--- config.mk ---
export PLATFORM = sky130hd
export DESIGN_NAME = lsb_first_bit_packer
export DESIGN_NICKNAME = d
export VERILOG_FILES = /design/src/hdl/lbp_pkg.sv /design/src/hdl/lbp_front.sv /design/src/hdl/lbp_cmd_fifo.sv /design/src/hdl/lbp_back.sv /design/src/hdl/lsb_first_bit_packer.sv
export SDC_FILE = /design/constraint.sdc
export NUM_CORES = 1
export LEC_CHECK = 0
export ABC_AREA = 1
export BUFFER_PORTS_ARGS = -buffer_cell sky130_fd_sc_hd__buf_2
export CORE_UTILIZATION = 30
export DETAILED_ROUTE_END_ITERATION = 16
export PLACE_DENSITY = 0.52
export SYNTH_ARGS = -nofsm -noshare
export SYNTH_HDL_FRONTEND = slang
export SYNTH_SLANG_ARGS = --single-unit
--- constraint.sdc ---
create_clock -name clk -period 3.4 [get_ports clk]
set_input_delay 0.34 -clock clk [delete_from_list [all_inputs] [get_ports clk]]
set_output_delay 0.34 -clock clk [all_outputs]
set_load 0.05 [all_outputs]
--- src/hdl/lbp_pkg.sv ---
// ----------------------------------------------------------------------------
// lbp_pkg
// Shared types and constants of the lsb-first bit packer.
// ----------------------------------------------------------------------------
package lbp_pkg;

	localparam int unsigned DEF_MAX_FIELD_BITS = 24;
	localparam int unsigned CMD_DEPTH          = 2;
	localparam int unsigned MAX_RESULTS        = 5;

	// input command codes
	localparam logic [2:0] CMD_PUT_BITS = 3'd0;
	localparam logic [2:0] CMD_PUT_U8   = 3'd1;
	localparam logic [2:0] CMD_PUT_U16  = 3'd2;
	localparam logic [2:0] CMD_PUT_U24  = 3'd3;
	localparam logic [2:0] CMD_PUT_U32  = 3'd4;
	localparam logic [2:0] CMD_FLUSH    = 3'd5;

	typedef enum logic [1:0] {
		OP_BITS,
		OP_BYTES,
		OP_FLUSH,
		OP_ERROR
	} op_t;

	typedef struct packed {
		op_t         op;
		logic [31:0] value;
		logic [4:0]  nbits;
		logic [2:0]  nbytes;
	} op_item_t;

	typedef struct packed {
		logic empty;
		logic full;
	} q_stat_t;

	typedef struct packed {
		logic [7:0] data;
		logic       has_byte;
		logic       error_flag;
		logic       last;
	} result_t;

endpackage

--- src/hdl/lbp_front.sv ---
// ----------------------------------------------------------------------------
// lbp_front
// Accepts input items, classifies the command and latches the sticky error.
// ----------------------------------------------------------------------------
module lbp_front #(
	parameter int unsigned MAX_FIELD_BITS = lbp_pkg::DEF_MAX_FIELD_BITS
) (
	input  logic              clk,
	input  logic              arst_n,
	input  logic              push,
	input  logic [2:0]        cmd,
	input  logic [31:0]       value,
	input  logic [4:0]        nbits,
	input  lbp_pkg::q_stat_t  q_stat,
	output logic              enq,
	output lbp_pkg::op_item_t item
);
	import lbp_pkg::*;

	logic sticky_q;
	logic take;
	logic keep;
	logic too_wide;

	assign take     = push && !q_stat.full;
	assign too_wide = {27'd0, nbits} > MAX_FIELD_BITS;

	always_comb begin
		keep        = 1'b1;
		item.value  = value;
		item.nbits  = nbits;
		item.nbytes = cmd;
		item.op     = OP_BITS;
		unique case (cmd)
			CMD_PUT_BITS: begin
				item.op = too_wide ? OP_ERROR : OP_BITS;
			end
			CMD_PUT_U8, CMD_PUT_U16, CMD_PUT_U24, CMD_PUT_U32: begin
				item.op = OP_BYTES;
			end
			CMD_FLUSH: begin
				item.op = OP_FLUSH;
			end
			default: begin
				keep = 1'b0;
			end
		endcase
	end

	// once the error is latched every transfer is swallowed here
	assign enq = take && keep && !sticky_q;

	always_ff @(posedge clk or negedge arst_n) begin
		if (!arst_n) begin
			sticky_q <= 1'b0;
		end else if (enq && item.op == OP_ERROR) begin
			sticky_q <= 1'b1;
		end
	end

endmodule

--- src/hdl/lbp_cmd_fifo.sv ---
// ----------------------------------------------------------------------------
// lbp_cmd_fifo
// Short queue of classified operations between front and back.
// ----------------------------------------------------------------------------
module lbp_cmd_fifo (
	input  logic              clk,
	input  logic              arst_n,
	input  logic              enq,
	input  lbp_pkg::op_item_t enq_item,
	input  logic              deq,
	output lbp_pkg::op_item_t deq_item,
	output lbp_pkg::q_stat_t  stat
);
	import lbp_pkg::*;

	localparam int unsigned PTR_W = (CMD_DEPTH > 1) ? $clog2(CMD_DEPTH) : 1;
	localparam int unsigned CNT_W = $clog2(CMD_DEPTH + 1);
	localparam logic [PTR_W-1:0] LAST_PTR = PTR_W'(CMD_DEPTH - 1);
	localparam logic [CNT_W-1:0] FULL_CNT = CNT_W'(CMD_DEPTH);

	op_item_t         slot_q [CMD_DEPTH];
	logic [PTR_W-1:0] wr_ptr_q;
	logic [PTR_W-1:0] rd_ptr_q;
	logic [CNT_W-1:0] count_q;

	assign stat.empty = (count_q == '0);
	assign stat.full  = (count_q == FULL_CNT);
	assign deq_item   = slot_q[rd_ptr_q];

	always_ff @(posedge clk) begin
		if (enq) begin
			slot_q[wr_ptr_q] <= enq_item;
		end
	end

	always_ff @(posedge clk or negedge arst_n) begin
		if (!arst_n) begin
			wr_ptr_q <= '0;
			rd_ptr_q <= '0;
			count_q  <= '0;
		end else begin
			if (enq) begin
				wr_ptr_q <= (wr_ptr_q == LAST_PTR) ? '0 : wr_ptr_q + 1'b1;
			end
			if (deq) begin
				rd_ptr_q <= (rd_ptr_q == LAST_PTR) ? '0 : rd_ptr_q + 1'b1;
			end
			if (enq && !deq) begin
				count_q <= count_q + 1'b1;
			end else if (deq && !enq) begin
				count_q <= count_q - 1'b1;
			end
		end
	end

	a_no_overflow: assert property (@(posedge clk) disable iff (!arst_n)
		stat.full && !deq |-> !enq)
		else $error("command queue written while full");

	a_no_underflow: assert property (@(posedge clk) disable iff (!arst_n)
		deq |-> !stat.empty)
		else $error("command queue read while empty");

	a_count_bound: assert property (@(posedge clk) disable iff (!arst_n)
		count_q <= FULL_CNT)
		else $error("command queue count out of range");

endmodule

--- src/hdl/lbp_back.sv ---
// ----------------------------------------------------------------------------
// lbp_back
// Holds pending bits and emits result bytes, one per cycle unless output is held.
// ----------------------------------------------------------------------------
module lbp_back #(
	parameter int unsigned MAX_FIELD_BITS = lbp_pkg::DEF_MAX_FIELD_BITS
) (
	input  logic              clk,
	input  logic              arst_n,
	input  lbp_pkg::q_stat_t  q_stat,
	input  lbp_pkg::op_item_t item,
	output logic              deq,
	input  logic              res_pop,
	output logic              res_valid,
	output lbp_pkg::result_t  res
);
	import lbp_pkg::*;

	localparam int unsigned ACC_W  = MAX_FIELD_BITS + 7;
	localparam int unsigned WORK_W = (ACC_W > 40) ? ACC_W : 40;

	logic [6:0]          pend_q;
	logic [2:0]          pcnt_q;
	logic [WORK_W-1:0]   work_q;
	logic [2:0]          remain_q;
	logic                err_q;
	logic                res_valid_q;
	result_t             res_q;

	logic [MAX_FIELD_BITS-1:0] field;
	logic [ACC_W-1:0]          acc;
	logic [ACC_W-1:0]          rem;
	logic [5:0]                total;
	logic [WORK_W-1:0]         load_work;
	logic [2:0]                load_cnt;
	logic                      load_err;
	logic [6:0]                pend_n;
	logic [2:0]                pcnt_n;
	logic                      out_ready;
	logic                      emit;

	assign field = item.value[MAX_FIELD_BITS-1:0]
		& ~({MAX_FIELD_BITS{1'b1}} << item.nbits);
	assign acc   = ACC_W'(pend_q) | (ACC_W'(field) << pcnt_q);
	assign total = {3'd0, pcnt_q} + {1'b0, item.nbits};
	assign rem   = acc >> {total[5:3], 3'b000};

	always_comb begin
		load_work = '0;
		load_cnt  = '0;
		load_err  = 1'b0;
		pend_n    = '0;
		pcnt_n    = '0;
		unique case (item.op)
			OP_BITS: begin
				load_work = WORK_W'(acc);
				load_cnt  = total[5:3];
				pend_n    = rem[6:0];
				pcnt_n    = total[2:0];
			end
			OP_BYTES: begin
				// partial byte goes out first, zero padded
				if (pcnt_q != '0) begin
					load_work = WORK_W'({item.value, 1'b0, pend_q});
					load_cnt  = item.nbytes + 3'd1;
				end else begin
					load_work = WORK_W'(item.value);
					load_cnt  = item.nbytes;
				end
			end
			OP_FLUSH: begin
				load_work = WORK_W'(pend_q);
				load_cnt  = (pcnt_q != '0) ? 3'd1 : 3'd0;
			end
			OP_ERROR: begin
				load_cnt = 3'd1;
				load_err = 1'b1;
				pend_n   = pend_q;
				pcnt_n   = pcnt_q;
			end
			default: begin
				load_cnt = '0;
			end
		endcase
	end

	assign out_ready = !res_valid_q || res_pop;
	assign emit      = (remain_q != '0) && out_ready;
	assign deq       = (remain_q == '0) && !q_stat.empty;
	assign res_valid = res_valid_q;
	assign res       = res_q;

	always_ff @(posedge clk or negedge arst_n) begin
		if (!arst_n) begin
			pend_q      <= '0;
			pcnt_q      <= '0;
			remain_q    <= '0;
			err_q       <= 1'b0;
			res_valid_q <= 1'b0;
		end else begin
			if (emit) begin
				res_valid_q <= 1'b1;
				remain_q    <= remain_q - 3'd1;
			end else if (res_pop) begin
				res_valid_q <= 1'b0;
			end
			if (deq) begin
				remain_q <= load_cnt;
				err_q    <= load_err;
				pend_q   <= pend_n;
				pcnt_q   <= pcnt_n;
			end
		end
	end

	always_ff @(posedge clk) begin
		if (emit) begin
			res_q.data       <= work_q[7:0];
			res_q.has_byte   <= !err_q;
			res_q.error_flag <= err_q;
			res_q.last       <= (remain_q == 3'd1);
			work_q           <= work_q >> 8;
		end else if (deq) begin
			work_q <= load_work;
		end
	end

	a_remain_bound: assert property (@(posedge clk) disable iff (!arst_n)
		remain_q <= 3'(MAX_RESULTS))
		else $error("result count out of range");

	a_bytes_align: assert property (@(posedge clk) disable iff (!arst_n)
		deq && item.op == OP_BYTES |=> pcnt_q == '0 && pend_q == '0)
		else $error("byte command left pending bits");

	a_error_shape: assert property (@(posedge clk) disable iff (!arst_n)
		res_valid_q && res_q.error_flag |-> !res_q.has_byte && res_q.last)
		else $error("malformed error report");

endmodule

--- src/hdl/lsb_first_bit_packer.sv ---
// ----------------------------------------------------------------------------
// lsb_first_bit_packer
// Packs bit fields lsb-first into a byte stream, queue style on both sides.
// ----------------------------------------------------------------------------
// An item passes the front combinationally and waits in a two-entry command
// queue; the back end loads it when idle and then delivers its results at
// one per cycle through a single output register, while that register is
// empty or being popped, so an item occupies the back end for its load and
// for each of its results. That single byte lane in the back end sets the
// sustained rate. An item that gives no result still has to be loaded. Once a
// field wider than MAX_FIELD_BITS is seen, one error report is delivered and
// every later item is accepted and dropped until reset.
module lsb_first_bit_packer #(
	parameter int unsigned MAX_FIELD_BITS = lbp_pkg::DEF_MAX_FIELD_BITS
) (
	input  logic        clk,
	input  logic        arst_n,
	input  logic        push,
	output logic        full,
	input  logic [2:0]  cmd,
	input  logic [31:0] value,
	input  logic [4:0]  nbits,
	output logic        empty,
	input  logic        pop,
	output logic [7:0]  out_byte,
	output logic        has_byte,
	output logic        error_flag,
	output logic        last
);
	import lbp_pkg::*;

	q_stat_t  q_stat;
	op_item_t enq_item;
	op_item_t deq_item;
	logic     enq;
	logic     deq;
	logic     res_valid;
	result_t  res;

	lbp_front #(
		.MAX_FIELD_BITS(MAX_FIELD_BITS)
	) u_front (
		.clk    (clk),
		.arst_n (arst_n),
		.push   (push),
		.cmd    (cmd),
		.value  (value),
		.nbits  (nbits),
		.q_stat (q_stat),
		.enq    (enq),
		.item   (enq_item)
	);

	lbp_cmd_fifo u_fifo (
		.clk      (clk),
		.arst_n   (arst_n),
		.enq      (enq),
		.enq_item (enq_item),
		.deq      (deq),
		.deq_item (deq_item),
		.stat     (q_stat)
	);

	lbp_back #(
		.MAX_FIELD_BITS(MAX_FIELD_BITS)
	) u_back (
		.clk       (clk),
		.arst_n    (arst_n),
		.q_stat    (q_stat),
		.item      (deq_item),
		.deq       (deq),
		.res_pop   (pop),
		.res_valid (res_valid),
		.res       (res)
	);

	assign full       = q_stat.full;
	assign empty      = !res_valid;
	assign out_byte   = res.data;
	assign has_byte   = res.has_byte;
	assign error_flag = res.error_flag;
	assign last       = res.last;

endmodule
==> results of run 1 <==
power breakdown:
| part | total, W | leakage, nW | switching, W | internal [W] |
|---|---|---|---|---|
| sequential | 0.00274 | 1.51 | 0.000173 | 0.00257 |
| clock | 0.00184 | 0.278 | 0.000849 | 0.000991 |
| combinational | 0.00469 | 2.23 | 0.00345 | 0.00124 |
| total | 0.00927 | 4.02 | 0.00447 | 0.00480 |
cell type report:
cell class	count	area [um2]	share of cell area
Sequential cell	155	4480	0.461
Multi-Input combinational cell	685	3430	0.353
Clock inverter	13	108	0.0111
Clock buffer	19	453	0.0466
Tap cell	378	473	0.0487
Inverter	75	289	0.0298
Timing Repair Buffer	81	483	0.0497
synth_stat cells, types with 9 or more instances:
cell type  instances  area (um2)
a21oi_1           42         210
o22ai_1           10        62.6
nand2_2            9        56.3
o21ai_0           47         235
nand3_1          146         731
nand4_1           12        75.1
edfxtp_1         127        3810
dfrtp_1           20         500
buf_2             20         100
nand2_1          285        1070
o21ai_1           16        80.1
nor2_1            39         146
inv_1             67         251
logic make-up after synthesis:
kind of cell | Yosys count | synth area share
adder cells (fa/ha/maj) | 9 | 0.0142
AO/OA/AOI/OAI | 146 | 0.0991
multiplexers | 3 | 0.00443
XOR/XNOR | 7 | 0.00812
AND/OR/NAND/NOR | 520 | 0.277
buffers and inverters | 120 | 0.0691
flip-flops | 155 | 0.528
stage by stage:
stage                     cell area [um2]  total power, W  cells   util
after floorplan                      8480         0.00613    960      -
after global placement               9140         0.00745   1373  0.329
after detailed placement             9140         0.00742   1373  0.329
after CTS                            9710         0.00927   1406  0.350
after global routing                 9710         0.00988   1406  0.350
final                                9710         0.00927   1406  0.350
per-layer routing:
layer / wire length, um / up-vias / share of wire
li1: - / 3394 / -
met3: 1520 / 51 / 0.060
met4: 808 / 0 / 0.032
met1: 11600 / 3273 / 0.45
met5: 0 / - / 0
met2: 11600 / 257 / 0.45
state kept, by name, indices dropped and copies added (netlist names):
name	count
u_fifo.rd_ptr_q	1
u_back.pend_q	7
u_back.err_q	1
u_back.res	11
u_back.res_valid	1
u_back.pcnt_q	3
u_fifo.slot_q	84
u_fifo.count_q	2
u_fifo.wr_ptr_q	1
u_front.sticky_q	1
u_back.remain_q	3
u_back.work_q	40
worst min-delay path by stage:
| stage | startpoint | endpoint | slack, ps |
|---|---|---|---|
| floorplan | arst_n | u_back.err_q | 40 |
| global placement | arst_n | u_back.pcnt_q[2] | 400 |
| detailed placement | arst_n | u_back.pcnt_q[2] | 400 |
| CTS | value[22] | u_fifo.slot_q[0][30] | 70 |
| global route | value[28] | u_fifo.slot_q[0][36] | 70 |
| finish | value[22] | u_fifo.slot_q[0][30] | 80 |
cell usage in the layout, fill, tap and decap left out, drive strengths merged, types with 2 or more instances in the layout:
cell type,Yosys,layout
buf,37,80
a21boi,3,3
ha,8,8
nor3,2,2
clkinv,0,6
nand4,12,12
o21a,3,3
o21ai,70,70
mux2i,3,3
edfxtp,127,127
nand3b,2,2
a21oi,45,45
clkbuf,8,19
or2,6,6
nand2,300,300
nand3,152,152
inv,75,81
a31oi,3,3
xnor2,2,2
dfxtp,8,8
nor2,46,46
dfrtp,20,20
o22ai,10,10
o221ai,3,3
a22oi,5,5
xor2,5,5
worst register-to-register path, cell delays in order (launching register included):
cell,delay (ps)
dfrtp_2,420
buf_4,310
nand2_1,150
nand2_4,170
ha_1,280
a21oi_1,210
nand2_1,70
nand2_1,100
nand2_2,90
inv_1,380
nand4_1,270
nand2_1,110
inv_1,40
a21oi_1,140
nand2_1,80
nand2_1,60
==> results.json, run 1 <==
{
  "antenna_found_initial": 0,
  "fin_skew_ps": 12.2,
  "hp-class": "in2reg",
  "rows": 61,
  "crit_path_top_delay_cell": "dfrtp_2",
  "synth.ff_latch_count": 155,
  "min_path_cells": 1,
  "timing.rr.start": "u_fifo.rd_ptr_q",
  "critPathKind": "reg2reg",
  "clock_path_buffers": 2,
  "rsz0062_at_grt": "no",
  "grt_max_degree": 44,
  "portBuffers": 56,
  "numCtsBuffers": 17,
  "power_density_nw_per_um2": 955,
  "worst_pin_slew_ps": 694,
  "cts_resized": 0,
  "cts_max_level": 4,
  "syn_area_um2": 8480,
  "postRouteAntennaNets": 0,
  "overflow": 0,
  "startpoint": "u_fifo.rd_ptr_q",
  "hpwl_um": 18700,
  "grt_pass1_vias": 6636,
  "arrival_ps": 3320,
  "drive_above_1_share": 0.161,
  "grt_pass1_wl_um": 39500,
  "nFillCells": 2940,
  "gp_congestion": 0.917,
  "yosys_warnings": 0,
  "r2r_cells": 15,
  "start_util": 0.305,
  "drc_errors": 0,
  "hold-worst-slack_ps": 83.3,
  "insertion_delay_ps": 440,
  "die_h_um": 170,
  "vias_per_cell": 4.96,
  "pre_cts_ws_ps": 496,
  "maxSlewViolCount": 0,
  "cap_viol_max_count": 0,
  "postSynthAreaPerCell_um2": 8.83,
  "cp_max_fo": 25,
  "r2r-end": "u_back.pend_q[4]",
  "layout.nets": 1068,
  "layout_min_cycle_time_ps": 2930,
  "slew_headroom": 0.536,
  "fp.coreArea_um2": 27800,
  "layout_setup_ws_ps": 465,
  "firstDrtPassIters": 7,
  "crit_buf_inv": 3,
  "rrSetupSlack_ps": 470,
  "critical_path.most_common_cell": "nand2_1",
  "synthCells": 960,
  "fp.dieW_um": 170,
  "grt-busiest-layer": "met2",
  "setup_viol": 0,
  "cp.depth": 15,
  "synth_ff_type": "edfxtp_1",
  "numClockSinks": 155,
  "grt_use_met3": 0.0258,
  "wl_per_cell_um": 18.1,
  "postCtsSetupBuffers": 0,
  "synth_nets": 1013,
  "cts-root-buf": "clkbuf_16",
  "path_delay_family": "simple AND/OR/NAND/NOR gates",
  "hold_buffers": 1,
  "crit_chain": "buf_4 -> nand2_1 -> nand2_4 -> ha_1 -> a21oi_1 -> nand2_1 -> nand2_1 -> nand2_2 -> inv_1 -> nand4_1 -> nand2_1 -> inv_1 -> a21oi_1 -> nand2_1 -> nand2_1",
  "endpoint": "u_back.pend_q[4]",
  "path_clk_slew_ps": 70,
  "p_leak_nw": 4.02,
  "slowest_delay_ps": 420,
  "vdd_drop_max_mv": 0.323,
  "ioPinCount": 57,
  "gr-usage-met2": 0.291,
  "ys_async_sr_fraction": 0.129,
  "cts_tree": "done",
  "status": "completed",
  "drt_iter0_markers": 638,
  "crit_required_ps": 3780,
  "vias": 6975,
  "clock.fmax_mhz": 341,
  "synth_edf_count": 127,
  "use_met1": 0.255,
  "dieArea_um2": 28900,
  "synth_cell_types": 50,
  "hold_viol": 0,
  "gr-usage-all-layers": 0.185,
  "crit_path_end_kind": "register",
  "ys_seq_area_frac": 0.528,
  "syn_to_final_growth_pct": 14.6,
  "critPathLaunchType": "register",
  "finalCritPeriodShare": 0.863,
  "tns_ps": 0,
  "drt_wl_total_um": 25500,
  "antenna_cells": 0
}
Power figures use the tool's default switching activity.
==> run 2, diff against run 1 <==
--- a/config.mk
+++ b/config.mk
@@ -12,4 +12,5 @@
 export PLACE_DENSITY = 0.52
 export SYNTH_ARGS = -nofsm -noshare
 export SYNTH_HDL_FRONTEND = slang
+export SYNTH_HIERARCHICAL = 1
 export SYNTH_SLANG_ARGS = --single-unit
==> run 2 against run 1 <==
  * Total power down 5.4%
  * Highest routed layer unchanged
  * Critical path depth down 6
  * Fmax up 5.7%
  * Largest cell class unchanged
  * Largest power group unchanged
  * Critical endpoint is now u_back/work_q[3]
  * Critical path type unchanged
==> results.json, run 2 <==
{
  "cap_viol_max_count": 0,
  "placed_cells": 1306,
  "crit_path_top_delay_cell": "dfrtp_2",
  "critPathLaunchType": "register",
  "clock.fmax_mhz": 360,
  "antenna_found_initial": 0,
  "synthCells": 932,
  "largest-register": "u_fifo/slot_q",
  "arrival_ps": 3050,
  "synth_nets": 985,
  "overflow": 0,
  "finalCritPeriodShare": 0.817,
  "gr-usage-all-layers": 0.161,
  "hold_viol": 0,
  "rows": 62,
  "grt_pass1_vias": 6569,
  "final_util": 0.336,
  "postRouteAntennaNets": 0,
  "slowest_delay_ps": 480,
  "synth_cell_types": 44,
  "firstDrtPassIters": 6,
  "hold-worst-slack_ps": 94.2,
  "critical_path.most_common_cell": "nor2_4",
  "cts_max_level": 4,
  "wl_per_cell_um": 17.6,
  "portBuffers": 56,
  "synth.ff_latch_count": 155,
  "synth.area.top_cells": "edfxtp_1, nand2_1, nand3_1",
  "yosys.area.top_type_share": 0.434,
  "fp.dieW_um": 173,
  "maxSlewViolCount": 0,
  "syn_area_um2": 8780,
  "postCtsSetupBuffers": 0,
  "syn_to_final_growth_pct": 10.2,
  "grt_max_degree": 44,
  "synth_top_area_cell": "edfxtp_1",
  "largest_register_ffs": 84,
  "wirelength_met1_um": 10400,
  "crit_required_ps": 3680,
  "fin_skew_ps": 12.5,
  "crit_buf_inv": 2,
  "hpwl_um": 17000,
  "status": "completed",
  "start_util": 0.305,
  "synth_most_common_cell": "nand2_1",
  "path_delay_family": "simple AND/OR/NAND/NOR gates",
  "vdd_drop_max_mv": 0.312,
  "cts_tree": "done",
  "worst_pin_slew_ps": 627,
  "cp_max_fo": 27,
  "drt_iter0_markers": 581,
  "ys_async_sr_fraction": 0.129,
  "grt_pass1_wl_um": 36900,
  "fp.coreArea_um2": 28800,
  "synth_ff_type": "edfxtp_1",
  "crit_path_end_kind": "register",
  "power_density_nw_per_um2": 906,
  "slew_headroom": 0.582,
  "tns_ps": 0,
  "setup_viol": 0,
  "crit_chain": "buf_12 -> mux2_4 -> nor2_4 -> inv_2 -> nor2_4 -> nor2_2 -> o21ai_0 -> a22oi_1 -> o21ai_1",
  "final_common_cell": "nand2_1",
  "rsz0062_at_grt": "no",
  "fin_cells": 1339,
  "top_layer_used": "met4",
  "drt_wl_total_um": 23500,
  "clock_path_buffers": 2,
  "hp-class": "in2reg",
  "die_h_um": 173,
  "cts-root-buf": "clkbuf_16",
  "path_clk_slew_ps": 70,
  "wl_met2_um": 11000,
  "ys_seq_area_frac": 0.509,
  "numClockSinks": 155,
  "postSynthAreaPerCell_um2": 9.42,
  "nFillCells": 2957,
  "dieArea_um2": 30000,
  "layout_min_cycle_time_ps": 2780,
  "ioPinCount": 57,
  "vias": 6681,
  "synth_edf_count": 127,
  "drive_above_1_share": 0.185,
  "drc_errors": 0,
  "final_cell_mix": "nand2_1, nand3_1, edfxtp_1, inv_1, buf_2",
  "layout.nets": 995,
  "wl_met3_um": 1300,
  "numCtsBuffers": 17,
  "yosys_warnings": 6,
  "antenna_cells": 0,
  "gp_congestion": 0.933,
  "vias_per_cell": 4.99,
  "synthTopCellsByCount": "nand2_1, nand3_1, edfxtp_1",
  "insertion_delay_ps": 430,
  "critPathKind": "reg2reg",
  "p_leak_nw": 3.97
}
==> run 2: worst reg2reg max path: cells and delay by family (launching register included) <==
kind	cells	cell delay, ps
flip-flops	1	480
buffers and inverters	2	500
multiplexers	1	390
AO/OA/AOI/OAI	3	460
AND/OR/NAND/NOR	3	810
==> run 2: path summary, 6_finish.rpt <==
check,endpoint,start,cells past startpoint,slack (ps)
worst max-delay path,u_back/work_q[3],u_fifo/rd_ptr_q,9,620
worst min-delay path,u_fifo/slot_q[1][36],value[28],1,90
worst max register to register,u_back/work_q[3],u_fifo/rd_ptr_q,9,620
worst min register to register,u_back/res[4],u_back/work_q[1],0,420
max in group asynchronous,u_fifo/rd_ptr_q,arst_n,2,2470
min in group asynchronous,u_back/remain_q[0],arst_n,2,470
==> run 2: report_power, final <==
part           switching (W)  internal (W)
Clock               0.000825      0.000975
Combinational        0.00295       0.00126
Sequential          0.000189       0.00257
==> run 2: stage by stage <==
step / setup WS [ps] / cell area, um2 / power [W]
global placement: 648 / 9110 / 0.00701
CTS: 600 / 9680 / 0.00881
finish: 623 / 9680 / 0.00877
global route: 458 / 9680 / 0.00936
floorplan: 146 / 8780 / 0.00602
detailed placement: 617 / 9110 / 0.00698
==> run 2: layout make-up <==
class                      count  area, um2  share of cell area
inverter                      68        255              0.0264
clock buffer                  20        447              0.0461
tap                          384        480              0.0496
clock inverter                12        108              0.0111
sequential                   155       4480               0.462
multi-input combinational    625       3480               0.359
timing repair buffer          75        438              0.0452
==> run 2: layer usage <==
metal,GRT usage,up-vias
met5,0,-
li1,-,3216
met2,0.260,241
met3,0.0323,44
met1,0.208,3180
met4,0.0741,0
==> run 2: logic make-up (layout without fill, tap and decap cells) <==
family          Yosys count  in the layout  synth area share
mux                      42             42            0.0705
compound gates          127            127            0.0825
fa+ha+maj                 9              9            0.0137
xor+xnor                  5              5           0.00584
simple gates            442            442             0.222
buf+inv                 152            175            0.0956
flops                   155            155             0.509
==> run 2: repair_timing <==
item	in CTS	in global routing
hold buffers	1	0
hold endpoints to repair	20	0
gates resized for setup	0	0
